### src/design/pcm_pkg.sv
`timescale 1ns / 1ps

package pcm_pkg;

  localparam int PALETTE_ENTRIES_DEFAULT = 16;

  localparam int COUNT_W = 5;
  localparam int INDEX_W = 4;
  localparam int CHAN_W  = 8;
  localparam int LIGHT_W = 11;
  localparam int AXIS_W  = 13;
  localparam int DIFF_W  = AXIS_W + 1;
  localparam int MAG_W   = AXIS_W;
  localparam int SQ_W    = 2 * MAG_W;
  localparam int DIST_W  = SQ_W + 2;

  localparam logic KIND_LOAD  = 1'b0;
  localparam logic KIND_QUERY = 1'b1;

  typedef struct packed {
    logic                     valid;
    logic                     kind;
    logic [INDEX_W-1:0]       entry_index;
    logic [CHAN_W-1:0]        red;
    logic [CHAN_W-1:0]        green;
    logic [CHAN_W-1:0]        blue;
    logic [LIGHT_W-1:0]       lightness;
    logic signed [AXIS_W-1:0] a_axis;
    logic signed [AXIS_W-1:0] b_axis;
    logic                     searched;
    logic [DIST_W-1:0]        best_dist;
    logic [INDEX_W-1:0]       nearest_index;
    logic                     exact_found;
    logic [INDEX_W-1:0]       exact_index;
  } token_t;

endpackage

### src/design/pcm_cell.sv
`timescale 1ns / 1ps

module pcm_cell #(
  parameter int CELL_ID = 0
) (
  input  logic                        clk,
  input  logic                        rst,
  input  logic                        advance,
  input  logic [pcm_pkg::COUNT_W-1:0] colors_in_use,
  input  pcm_pkg::token_t             tok_in,
  output pcm_pkg::token_t             tok_out
);

  // palette entry, no reset: undefined until loaded
  logic [pcm_pkg::CHAN_W-1:0]        ent_red;
  logic [pcm_pkg::CHAN_W-1:0]        ent_green;
  logic [pcm_pkg::CHAN_W-1:0]        ent_blue;
  logic [pcm_pkg::LIGHT_W-1:0]       ent_light;
  logic signed [pcm_pkg::AXIS_W-1:0] ent_a;
  logic signed [pcm_pkg::AXIS_W-1:0] ent_b;

  logic                              load_hit;
  logic                              active;
  logic                              rgb_hit;
  logic signed [pcm_pkg::DIFF_W-1:0] d_l, d_a, d_b;
  logic [pcm_pkg::MAG_W-1:0]         m_l, m_a, m_b;

  pcm_pkg::token_t                   s1_tok;
  logic                              s1_active;
  logic                              s1_hit;
  logic [pcm_pkg::SQ_W-1:0]          sq_l, sq_a, sq_b;

  logic [pcm_pkg::DIST_W-1:0]        sum_sq;
  pcm_pkg::token_t                   tok_next;

  assign load_hit = tok_in.valid && tok_in.kind == pcm_pkg::KIND_LOAD &&
                    32'(tok_in.entry_index) == CELL_ID;
  assign active   = 32'(colors_in_use) > CELL_ID;
  assign rgb_hit  = tok_in.red == ent_red && tok_in.green == ent_green &&
                    tok_in.blue == ent_blue;

  assign d_l = pcm_pkg::DIFF_W'(tok_in.lightness) - pcm_pkg::DIFF_W'(ent_light);
  assign d_a = pcm_pkg::DIFF_W'(tok_in.a_axis) - pcm_pkg::DIFF_W'(ent_a);
  assign d_b = pcm_pkg::DIFF_W'(tok_in.b_axis) - pcm_pkg::DIFF_W'(ent_b);
  assign m_l = pcm_pkg::MAG_W'(d_l[pcm_pkg::DIFF_W-1] ? -d_l : d_l);
  assign m_a = pcm_pkg::MAG_W'(d_a[pcm_pkg::DIFF_W-1] ? -d_a : d_a);
  assign m_b = pcm_pkg::MAG_W'(d_b[pcm_pkg::DIFF_W-1] ? -d_b : d_b);

  always_ff @(posedge clk) begin
    if (advance && load_hit) begin
      ent_red   <= tok_in.red;
      ent_green <= tok_in.green;
      ent_blue  <= tok_in.blue;
      ent_light <= tok_in.lightness;
      ent_a     <= tok_in.a_axis;
      ent_b     <= tok_in.b_axis;
    end
  end

  // stage 1: squared differences
  always_ff @(posedge clk) begin
    if (rst) begin
      s1_tok.valid <= 1'b0;
    end else if (advance) begin
      s1_tok    <= tok_in;
      s1_active <= active;
      s1_hit    <= rgb_hit;
      sq_l      <= pcm_pkg::SQ_W'(m_l * m_l);
      sq_a      <= pcm_pkg::SQ_W'(m_a * m_a);
      sq_b      <= pcm_pkg::SQ_W'(m_b * m_b);
    end
  end

  // stage 2: sum, running minimum and first exact match
  assign sum_sq = pcm_pkg::DIST_W'(sq_l) + pcm_pkg::DIST_W'(sq_a) + pcm_pkg::DIST_W'(sq_b);

  always_comb begin
    tok_next = s1_tok;
    if (s1_active && s1_tok.kind == pcm_pkg::KIND_QUERY) begin
      if (!s1_tok.searched || sum_sq < s1_tok.best_dist) begin
        tok_next.best_dist     = sum_sq;
        tok_next.nearest_index = pcm_pkg::INDEX_W'(CELL_ID);
      end
      tok_next.searched = 1'b1;
      if (s1_hit && !s1_tok.exact_found) begin
        tok_next.exact_found = 1'b1;
        tok_next.exact_index = pcm_pkg::INDEX_W'(CELL_ID);
      end
    end
  end

  always_ff @(posedge clk) begin
    if (rst) begin
      tok_out.valid <= 1'b0;
    end else if (advance) begin
      tok_out <= tok_next;
    end
  end

endmodule

### config.mk
export PLATFORM = sky130hd
export DESIGN_NAME = pcm_cell
export DESIGN_NICKNAME = d
export VERILOG_FILES = /design/src/design/pcm_pkg.sv /design/src/design/pcm_cell.sv
export SDC_FILE = /design/constraint.sdc
export NUM_CORES = 1
export LEC_CHECK = 0
export BUFFER_PORTS_ARGS = -buffer_cell sky130_fd_sc_hd__clkbuf_2
export CAP_MARGIN = 20
export CELL_PAD_IN_SITES_DETAIL_PLACEMENT = 0
export CELL_PAD_IN_SITES_GLOBAL_PLACEMENT = 1
export CORE_MARGIN = 3
export CORE_UTILIZATION = 50
export DETAILED_ROUTE_END_ITERATION = 10
export PLACE_DENSITY = 0.93
export SLEW_MARGIN = 15
export SYNTH_ARGS = -nofsm -noshare
export SYNTH_HDL_FRONTEND = slang
export SYNTH_SLANG_ARGS = --single-unit
### constraint.sdc
create_clock -name clk -period 24 [get_ports clk]
set_input_delay 4.8 -clock clk [delete_from_list [all_inputs] [get_ports clk]]
set_output_delay 4.8 -clock clk [all_outputs]
set_load 0.1 [all_outputs]
==> flow_summary_export.csv, run 1 <==
group,metric,value,unit
drt,drtIter0Drc,931,
grt,grt_pass1_vias,20800,
floorplan,start_util,50.7,%
floorplan,num_rows,88,
synthesis,synthTopCellsByCount,"inv_1, edfxtp_1, fa_1",
grt,grt_max_degree,85,
sta,fmax,0.0731,GHz
synthesis,syn_area,0.0294,mm²
synthesis,yosysSeqAreaShare,35.4,%
place,place_area,0.0316,mm²
clock_network,cts_setup_buffers,0,
synthesis,synth-seq-cells,348,
clock_network,clkLatencyLatePin,0.58,ns
floorplan,die_h,249,µm
sta,tightestPinTransition,1.19,ns
drt,wl_per_cell,17.0,µm
critical_path,crit_path_top_delay_cell,"a2111oi_0",
drt,wirelength,63.7,mm
critical_path,crit_path_max_fanout,9,
sta,max-slew-margin-rel,19.7,%
sta,finalSetupViolCount,0,
critical_path,cp.arrival,13.99,ns
drt,vias,19600,
sta,finalCritPeriodShare,57.0,%
clock_network,clockRootBuffer,"clkbuf_16",
synthesis,synth_async_sr_flop_share,0,%
sta,hold_violations,0,
sta,slew_viol_final,0,
synthesis,synth-edff-count,346,
place,placed_cells,3673,
floorplan,fp.dieArea,0.0618,mm²
sta,setup_tns,0,ns
clock_network,clock-sinks,348,
sta,rsz0062_at_grt,"false",
synthesis,yosysWarnings,0,
synthesis,synth_area_leaders,"edfxtp_1, fa_1, ha_1",
drt,vias_per_cell,5.23,
finish,diodes,0,
clock_network,clk_path_buf_depth,3,
finish,nNetsFinal,3670,
grt,grt_pass1_wl,106,mm
drt,drt_first_pass_iters,6,
clock_network,clkSlewWorstSetupHoldPaths,0.06,ns
finish,nFillCells,4842,
critical_path,worst-setup-path-type,"input port to register",
floorplan,die_w,249,µm
drt,drc,0,
synthesis,synth_cells,2675,
grt,overflow,0,
clock_network,cts_resized,0,
synthesis,yosysMostFrequentCell,"inv_1",
critical_path,end_kind,"register",
flow_run,max_cap_violations,0,
floorplan,core,0.0580,mm²
clock_network,cts_tree,"done",
critical_path,cpMostUsedCell,"fa_1",
clock_network,h-tree-depth,2,
synthesis,synth_largest_area_cell,"edfxtp_1",
status,status,"completed",
place,port_buffers,217,
sta,fin_crit,13.67,ns
grt,antenna_found_initial,0,
synthesis,synth_top_area_share,35.3,%
finish,drive_gt1_share,12.1,%
critical_path,cp.required,24.32,ns
floorplan,io_pins,218,
grt,grt_usage,21.1,%
critical_path,critPathMaxStageDelay,0.76,ns
critical_path,cp-start-kind,"input port",
finish,syn2layout_area_growth,12.1,%
place,routabilityCongestion,0.895,
drt,ant_nets,0,
synthesis,synth.avg_cell_area,11.0,µm²
synthesis,ys.flop_type,"edfxtp_1",
clock_network,holdBufCountCts,0,
hold_path,hp-class,"register to register",
place,post-dp-hpwl,51.6,mm
finish,stdcell_area,0.0330,mm²
clock_network,cts_buffers,39,
sta,clock_skew,0.0279,ns
finish,fin_cells,3745,
synthesis,synth_cell_type_count,72,
==> through the flow <==
step | utilization, % | hold slack [ns] | setup slack [ns]
floorplan | - | 0.400 | 5.63
global placement | 54.5 | 0.401 | 10.12
detailed placement | 54.5 | 0.405 | 9.81
CTS | 56.9 | 0.411 | 10.43
global route | 56.9 | 0.423 | 9.53
finish | 56.9 | 0.411 | 10.33
==> critical path: cells and delay by family <==
kind            cells  cell delay [ns]
buf+inv             7             0.88
compound gates      8             2.61
simple gates        6             1.24
xor+xnor            3             1.04
fa+ha+maj           8             3.42
==> sequential cells by signal (all words and copies together), names as in the netlist <==
name       cells
s1_tok       105
tok_out      105
sq_a          25
sq_b          25
sq_l          25
ent_a         13
ent_b         13
ent_light     11
ent_blue       8
ent_green      8
ent_red        8
s1_active      1
s1_hit         1
==> placed cells by master (no fill, tap or decap), types with 6 or more instances in the layout <==
cell type  netlist  layout
nor2b_1         17      16
ha_1           285     285
fa_1           322     322
conb_1           2      29
clkinv_1         5      10
nor2_1         179     179
buf_4            0      18
edfxtp_1       346     346
nand3_1         34      34
nand2_1        171     171
xor2_1          61      61
mux2_2          25      25
o21bai_1        17      17
a31oi_1         13      13
clkbuf_16        0      39
o21a_1          25      25
a21o_1          47      47
a211oi_1        12      12
nor3_1          39      38
o41ai_1          6       6
a21oi_1         99      99
nand2b_1        28      28
xnor2_1        114     113
clkbuf_2         0     217
nand4_1         14      14
o31ai_1          6       6
or2_2           13      13
or3_1           10      10
and2_1          21      21
clkinv_2         0       7
bufinv_16        0       6
nor4_1           8       8
and3_1           7       7
inv_1          570     570
o21ai_0         60      60
==> path summary, 6_finish.rpt <==
kind / start / cells past startpoint / endpoint / slack [ns]
setup / recovery: tok_in[51] / 32 / sq_a[25] / 10.33
hold / removal: s1_tok[49] / 0 / tok_out[49] / 0.41
setup reg to reg: ent_a[0] / 30 / sq_a[25] / 14.40
hold reg to reg: s1_tok[49] / 0 / tok_out[49] / 0.41
==> final cells by class <==
type                       instances  area, µm²  area share (%)
sequential                       348      10400            31.6
timing repair buffer             235       1220            3.70
clock buffer                      42        987            2.99
clock inverter                    29        374            1.13
multi-input combinational       1747      16900            51.1
tap                              765        957            2.90
inverter                         579       2170            6.59
==> per-layer routing <==
| layer | routed length, µm | vias to the layer above | track usage, % |
|---|---|---|---|
| met5 | 0 | - | 0 |
| met4 | 1250 | 0 | 4.55 |
| met3 | 3310 | 97 | 2.98 |
| met2 | 31700 | 492 | 36.8 |
| met1 | 27400 | 9680 | 28.3 |
| li1 | - | 9320 | - |
==> logic make-up after synthesis <==
| logic type | count (synthesis) | share of synthesized area, % |
|---|---|---|
| adder cells (fa/ha/maj) | 607 | 34.0 |
| buffers and inverters | 607 | 7.74 |
| AND/OR/NAND/NOR | 562 | 8.85 |
| flip-flops | 348 | 35.4 |
| AO/OA/AOI/OAI | 344 | 7.59 |
| XOR/XNOR | 176 | 5.26 |
| multiplexers | 29 | 1.09 |
| other | 2 | 0.0255 |
Power of run 1 is left out: the tool's default activity adds up to more than one toggle a clock period on the data nets, which glitch-free logic cannot reach.
==> run 2: changes to the inputs <==
Settings changed: ABC_AREA set to 1, CORE_UTILIZATION 50 to 49.
Clock period 24 ns to 12.8 ns, I/O delays scaled along.
==> run 2 against run 1 <==
  * Final cell count grew 13%
  * Setup slack lost 6.8 ns
  * Register-to-register slack lost 9.1 ns
  * Critical endpoint is now sq_b[23]
  * Via count grew 7.8%
  * First-iteration DRC count grew 39%
==> flow_summary_export.csv, run 2 <==
group,metric,value,unit
status,status,"completed",
synthesis,yosysWarnings,0,
finish,stdcell_area,0.0340,mm²
synthesis,syn_area,0.0305,mm²
sta,finalSetupViolCount,0,
clock_network,cts_setup_buffers,0,
critical_path,cp-start-kind,"input port",
place,post-dp-hpwl,52.5,mm
critical_path,worst-setup-path-type,"input port to register",
floorplan,io_pins,218,
clock_network,cts_resized,0,
clock_network,cts_tree,"done",
sta,max-slew-margin-rel,35.7,%
grt,overflow,0,
critical_path,ff2ff_path_depth,30,
critical_path,cp.required,13.09,ns
synthesis,synth_cells,3120,
hold_path,min-delay-start,"s1_tok[62]",
synthesis,synth_async_sr_flop_share,0,%
critical_path,timing.rr.start,"ent_b[0]",
clock_network,holdBufCountCts,0,
synthesis,synth-seq-cells,348,
sta,hold_violations,0,
sta,clock_skew,0.0322,ns
finish,postLayoutCoreUtil,55.8,%
synthesis,yosysMostFrequentCell,"inv_1",
drt,drt_first_pass_iters,5,
clock_network,clkLatencyLatePin,0.57,ns
synthesis,synth_top_area_share,34.1,%
finish,drive_gt1_share,12.5,%
critical_path,crit_path_top_delay_cell,"xor2_2",
grt,grt_usage,20.1,%
clock_network,clock-sinks,348,
hold_path,hp-class,"register to register",
sta,setup_tns,0,ns
drt,drtIter0Drc,1296,
grt,grt_pass1_wl,107,mm
critical_path,rrSetupSlack,5.30,ns
floorplan,die_w,255,µm
drt,wl_per_cell,15.2,µm
floorplan,fp.dieArea,0.0652,mm²
grt,antenna_found_initial,0,
synthesis,synth_largest_area_cell,"edfxtp_1",
sta,tightestPinTransition,0.965,ns
finish,nNetsFinal,4110,
hold_path,whs_endpoint,"tok_out[62]",
drt,ant_nets,0,
grt,grt_max_degree,77,
critical_path,cp.arrival,9.54,ns
clock_network,h-tree-depth,2,
drt,wirelength,64.4,mm
sta,fmax,0.108,GHz
floorplan,die_h,255,µm
sta,rsz0062_at_grt,"false",
synthesis,synth-edff-count,346,
critical_path,cpMostUsedCell,"inv_1",
sta,slew_viol_final,0,
place,place_area,0.0326,mm²
floorplan,num_rows,90,
place,port_buffers,217,
place,routabilityCongestion,0.910,
grt,grt_pass1_vias,21700,
synthesis,ys.flop_type,"edfxtp_1",
flow_run,max_cap_violations,0,
hold_path,hold_depth,0,
critical_path,r2r_end,"sq_b[23]",
floorplan,core,0.0609,mm²
synthesis,synth_area_leaders,"edfxtp_1, fa_1, ha_1",
sta,fin_crit,9.25,ns
clock_network,clk_path_buf_depth,3,
synthesis,synth.avg_cell_area,9.77,µm²
critical_path,critPathMaxStageDelay,0.65,ns
drt,vias,21100,
critical_path,crit_path_max_fanout,13,
clock_network,cts_buffers,40,
drt,drc,0,
finish,syn2layout_area_growth,11.6,%
finish,largestRegisters,"s1_tok x105, tok_out x105",
sta,whs,0.412,ns
floorplan,start_util,50.0,%
clock_network,clockRootBuffer,"clkbuf_16",
clock_network,clkSlewWorstSetupHoldPaths,0.06,ns
synthesis,synthTopCellsByCount,"inv_1, nand2_1, edfxtp_1",
drt,vias_per_cell,4.97,
synthesis,yosysSeqAreaShare,34.2,%
critical_path,end_kind,"register",
finish,final_common_cell,"inv_1",
sta,finalCritPeriodShare,72.3,%
synthesis,synth_cell_type_count,54,
finish,diodes,0,
finish,final_cell_mix,"inv_1, nand2_1, edfxtp_1",
## run 2: cell types whose count changed after synthesis, moves of 28 or more
cell,delta
nand2_1,+329
nand3_1,+72
nor2_1,+45
nand2b_1,-28
inv_2,+39
inv_1,+143
a21oi_1,+39
a21o_1,-40
xnor2_1,-72
## run 2: kinds of logic (layout without fill, tap and decap cells)
group,after synthesis,in the layout,share of synthesized area (%)
other,2,29,0.0246
DFF,348,348,34.2
AOI/OAI and AO/OA,278,278,5.05
adders and majority gates,607,607,32.9
buffers and inverters,783,1057,9.84
and+or+nand+nor,969,969,13.7
xor gates and xnor gates,133,133,4.24
## run 2: how the worst max path moves through the flow
stage | from | to | slack (ns) | depth (start not counted)
detailed placement | tok_in[38] | sq_b[23] | 3.02 | 32
global route | tok_in[38] | sq_b[23] | 2.97 | 34
finish | tok_in[38] | sq_b[23] | 3.55 | 32
CTS | tok_in[38] | sq_b[23] | 3.61 | 32
global placement | tok_in[51] | sq_a[25] | 3.16 | 39
floorplan | advance | s1_active | 2.30 | 2
## run 2: through the flow
step | worst slack [ns] | cells
floorplan | 2.30 | 3147
global placement | 3.16 | 4175
detailed placement | 3.02 | 4175
CTS | 3.61 | 4248
global route | 2.97 | 4249
finish | 3.55 | 4249
## run 2: per-layer routing
| layer | vias up | routed length [µm] | GRT usage [%] |
|---|---|---|---|
| met1 | 10200 | 28700 | 27.1 |
| met5 | - | 0 | 0 |
| met3 | 97 | 2970 | 2.63 |
| li1 | 10300 | - | - |
| met2 | 502 | 31000 | 34.2 |
| met4 | 0 | 1690 | 5.62 |
## run 2: worst max-delay path, delay by kind of cell
family | cells | cell delay [ns]
fa+ha+maj | 9 | 3.68
simple gates | 8 | 0.96
compound gates | 5 | 0.96
xor+xnor | 2 | 0.79
buf+inv | 8 | 0.59
## run 2: final cells by class
class / count / area, µm²
Sequential cell: 348 / 10400
Multi-Input combinational cell: 2016 / 17200
Clock inverter: 31 / 352
Timing Repair Buffer: 225 / 1140
Fill cell: 5301 / 26900
Inverter: 759 / 2850
Tap cell: 828 / 1040
Clock buffer: 42 / 1010
Power of run 2 is left out for the same reason.
==> run 3: changes to the inputs <==
Clock period 12.8 ns to 9.3 ns, I/O delays scaled along.
==> run 3 against run 2 <==
  * Clock skew down 0.016 ns
  * Count of clock-buffer cells in the layout is 2 higher
  * First-iteration DRC count shrank 9.3%
  * Via count barely moved
  * Setup slack lost 2.7 ns
  * Final area rose by 0.63%
  * Sequential share of layout area shrank 0.19 points
  * Flip-flop and latch count unchanged
  * Core utilization grew 0.35 points
  * Critical path depth up 2
==> flow_summary_export.csv, run 3 (synthesized netlist as in run 2, its figures left out) <==
group,metric,value,unit
status,status,"completed",
drt,wl_per_cell,14.9,µm
drt,drc,0,
clock_network,cts_resized,0,
critical_path,cp-start-kind,"input port",
finish,syn2layout_area_growth,12.3,%
drt,wirelength,63.5,mm
place,routabilityCongestion,0.901,
finish,nNetsFinal,4128,
sta,setup_tns,0,ns
floorplan,die_w,255,µm
critical_path,critPathMaxStageDelay,0.54,ns
sta,finalSetupViolCount,0,
drt,ant_nets,0,
critical_path,cpMostUsedCell,"inv_1",
sta,finalCritPeriodShare,90.9,%
sta,clock_skew,0.0158,ns
clock_network,cts_setup_buffers,0,
clock_network,clock-sinks,348,
critical_path,cp.arrival,8.77,ns
drt,drtIter0Drc,1176,
sta,slew_viol_final,0,
grt,grt_pass1_vias,21800,
clock_network,h-tree-depth,2,
critical_path,cp-startpoint,"tok_in[38]",
critical_path,crit_path_top_delay_cell,"fa_1",
clock_network,clkLatencyLatePin,0.57,ns
floorplan,start_util,50.0,%
clock_network,holdBufCountCts,0,
finish,final_cell_mix,"inv_1, nand2_1, edfxtp_1",
drt,drt_first_pass_iters,5,
critical_path,end_kind,"register",
sta,tightestPinTransition,0.993,ns
clock_network,clkSlewWorstSetupHoldPaths,0.06,ns
flow_run,max_cap_violations,0,
finish,drive_gt1_share,13.0,%
grt,grt_util_met3,2.86,%
critical_path,crit_path_max_fanout,10,
finish,diodes,0,
place,post-dp-hpwl,52.2,mm
drt,vias_per_cell,4.94,
finish,nFillCells,5314,
grt,grt_pass1_wl,107,mm
grt,overflow,0,
critical_path,cp-endpoint,"sq_b[23]",
critical_path,ff2ff_path_depth,32,
critical_path,crit_family,"adder cells",
critical_path,rrSetupSlack,1.92,ns
clock_network,cts_buffers,41,
floorplan,fp.dieArea,0.0652,mm²
critical_path,worst-setup-path-type,"input port to register",
critical_path,cp_num_buf_inv,8,
sta,whs,0.416,ns
critical_path,cp.depth,34,
sta,rsz0062_at_grt,"false",
floorplan,num_rows,90,
clock_network,cts_tree,"done",
finish,largestRegisters,"s1_tok x105, tok_out x105",
grt,top_usage_layer,"met2",
grt,antenna_found_initial,0,
sta,fin_crit,8.46,ns
finish,fin_cells,4268,
critical_path,timing.rr.start,"ent_b[0]",
floorplan,core,0.0609,mm²
drt,vias,21100,
grt,grt_use_met2,34.1,%
place,port_buffers,217,
grt,grt_max_degree,126,
floorplan,io_pins,218,
grt,grt_usage,20.0,%
hold_path,hp-class,"register to register",
sta,max-slew-margin-rel,33.6,%
floorplan,die_h,255,µm
clock_network,clockRootBuffer,"clkbuf_16",
sta,hold_violations,0,
clock_network,clk_path_buf_depth,3,
place,placed_cells,4193,
sta,fmax,0.118,GHz
critical_path,r2r_end,"sq_b[23]",
critical_path,cp.required,9.61,ns
finish,final_common_cell,"inv_1",
grt,grtUsageMet1,27.0,%
[run 3: metal layers]
layer | routed length, µm | vias to the layer above
met5 | 0 | -
met4 | 1550 | 0
met3 | 3120 | 94
met2 | 30600 | 497
met1 | 28300 | 10100
li1 | - | 10400
[run 3: final cells by class]
| type | instances | area (µm²) | area share (%) |
|---|---|---|---|
| multi-input combinational | 2016 | 17200 | 50.2 |
| sequential | 348 | 10400 | 30.5 |
| inverter | 759 | 2850 | 8.34 |
| timing repair buffer | 242 | 1290 | 3.76 |
| clock buffer | 44 | 1040 | 3.03 |
| tap | 828 | 1040 | 3.03 |
| clock inverter | 31 | 395 | 1.16 |
[run 3: through the flow]
stage	worst slack (ns)	instance area, µm²	util [%]
2_1_floorplan	0.655	30600	-
3_3_place_gp	0.404	32800	53.8
3_5_place_dp	0.275	32800	53.8
4_1_cts	0.882	34200	56.1
5_1_grt	0.278	34200	56.1
6_report	0.843	34200	56.1
[run 3: how the worst min path moves through the flow]
stage	start	end	slack [ns]	cells past startpoint
after floorplan	s1_tok[100]	tok_out[100]	0.40	0
after global placement	s1_tok[87]	tok_out[87]	0.40	0
after detailed placement	s1_tok[101]	tok_out[101]	0.40	0
after CTS	s1_tok[45]	tok_out[45]	0.42	0
after global routing	s1_tok[95]	tok_out[95]	0.42	0
final	s1_tok[70]	tok_out[70]	0.42	0
Power of run 3 is left out for the same reason.
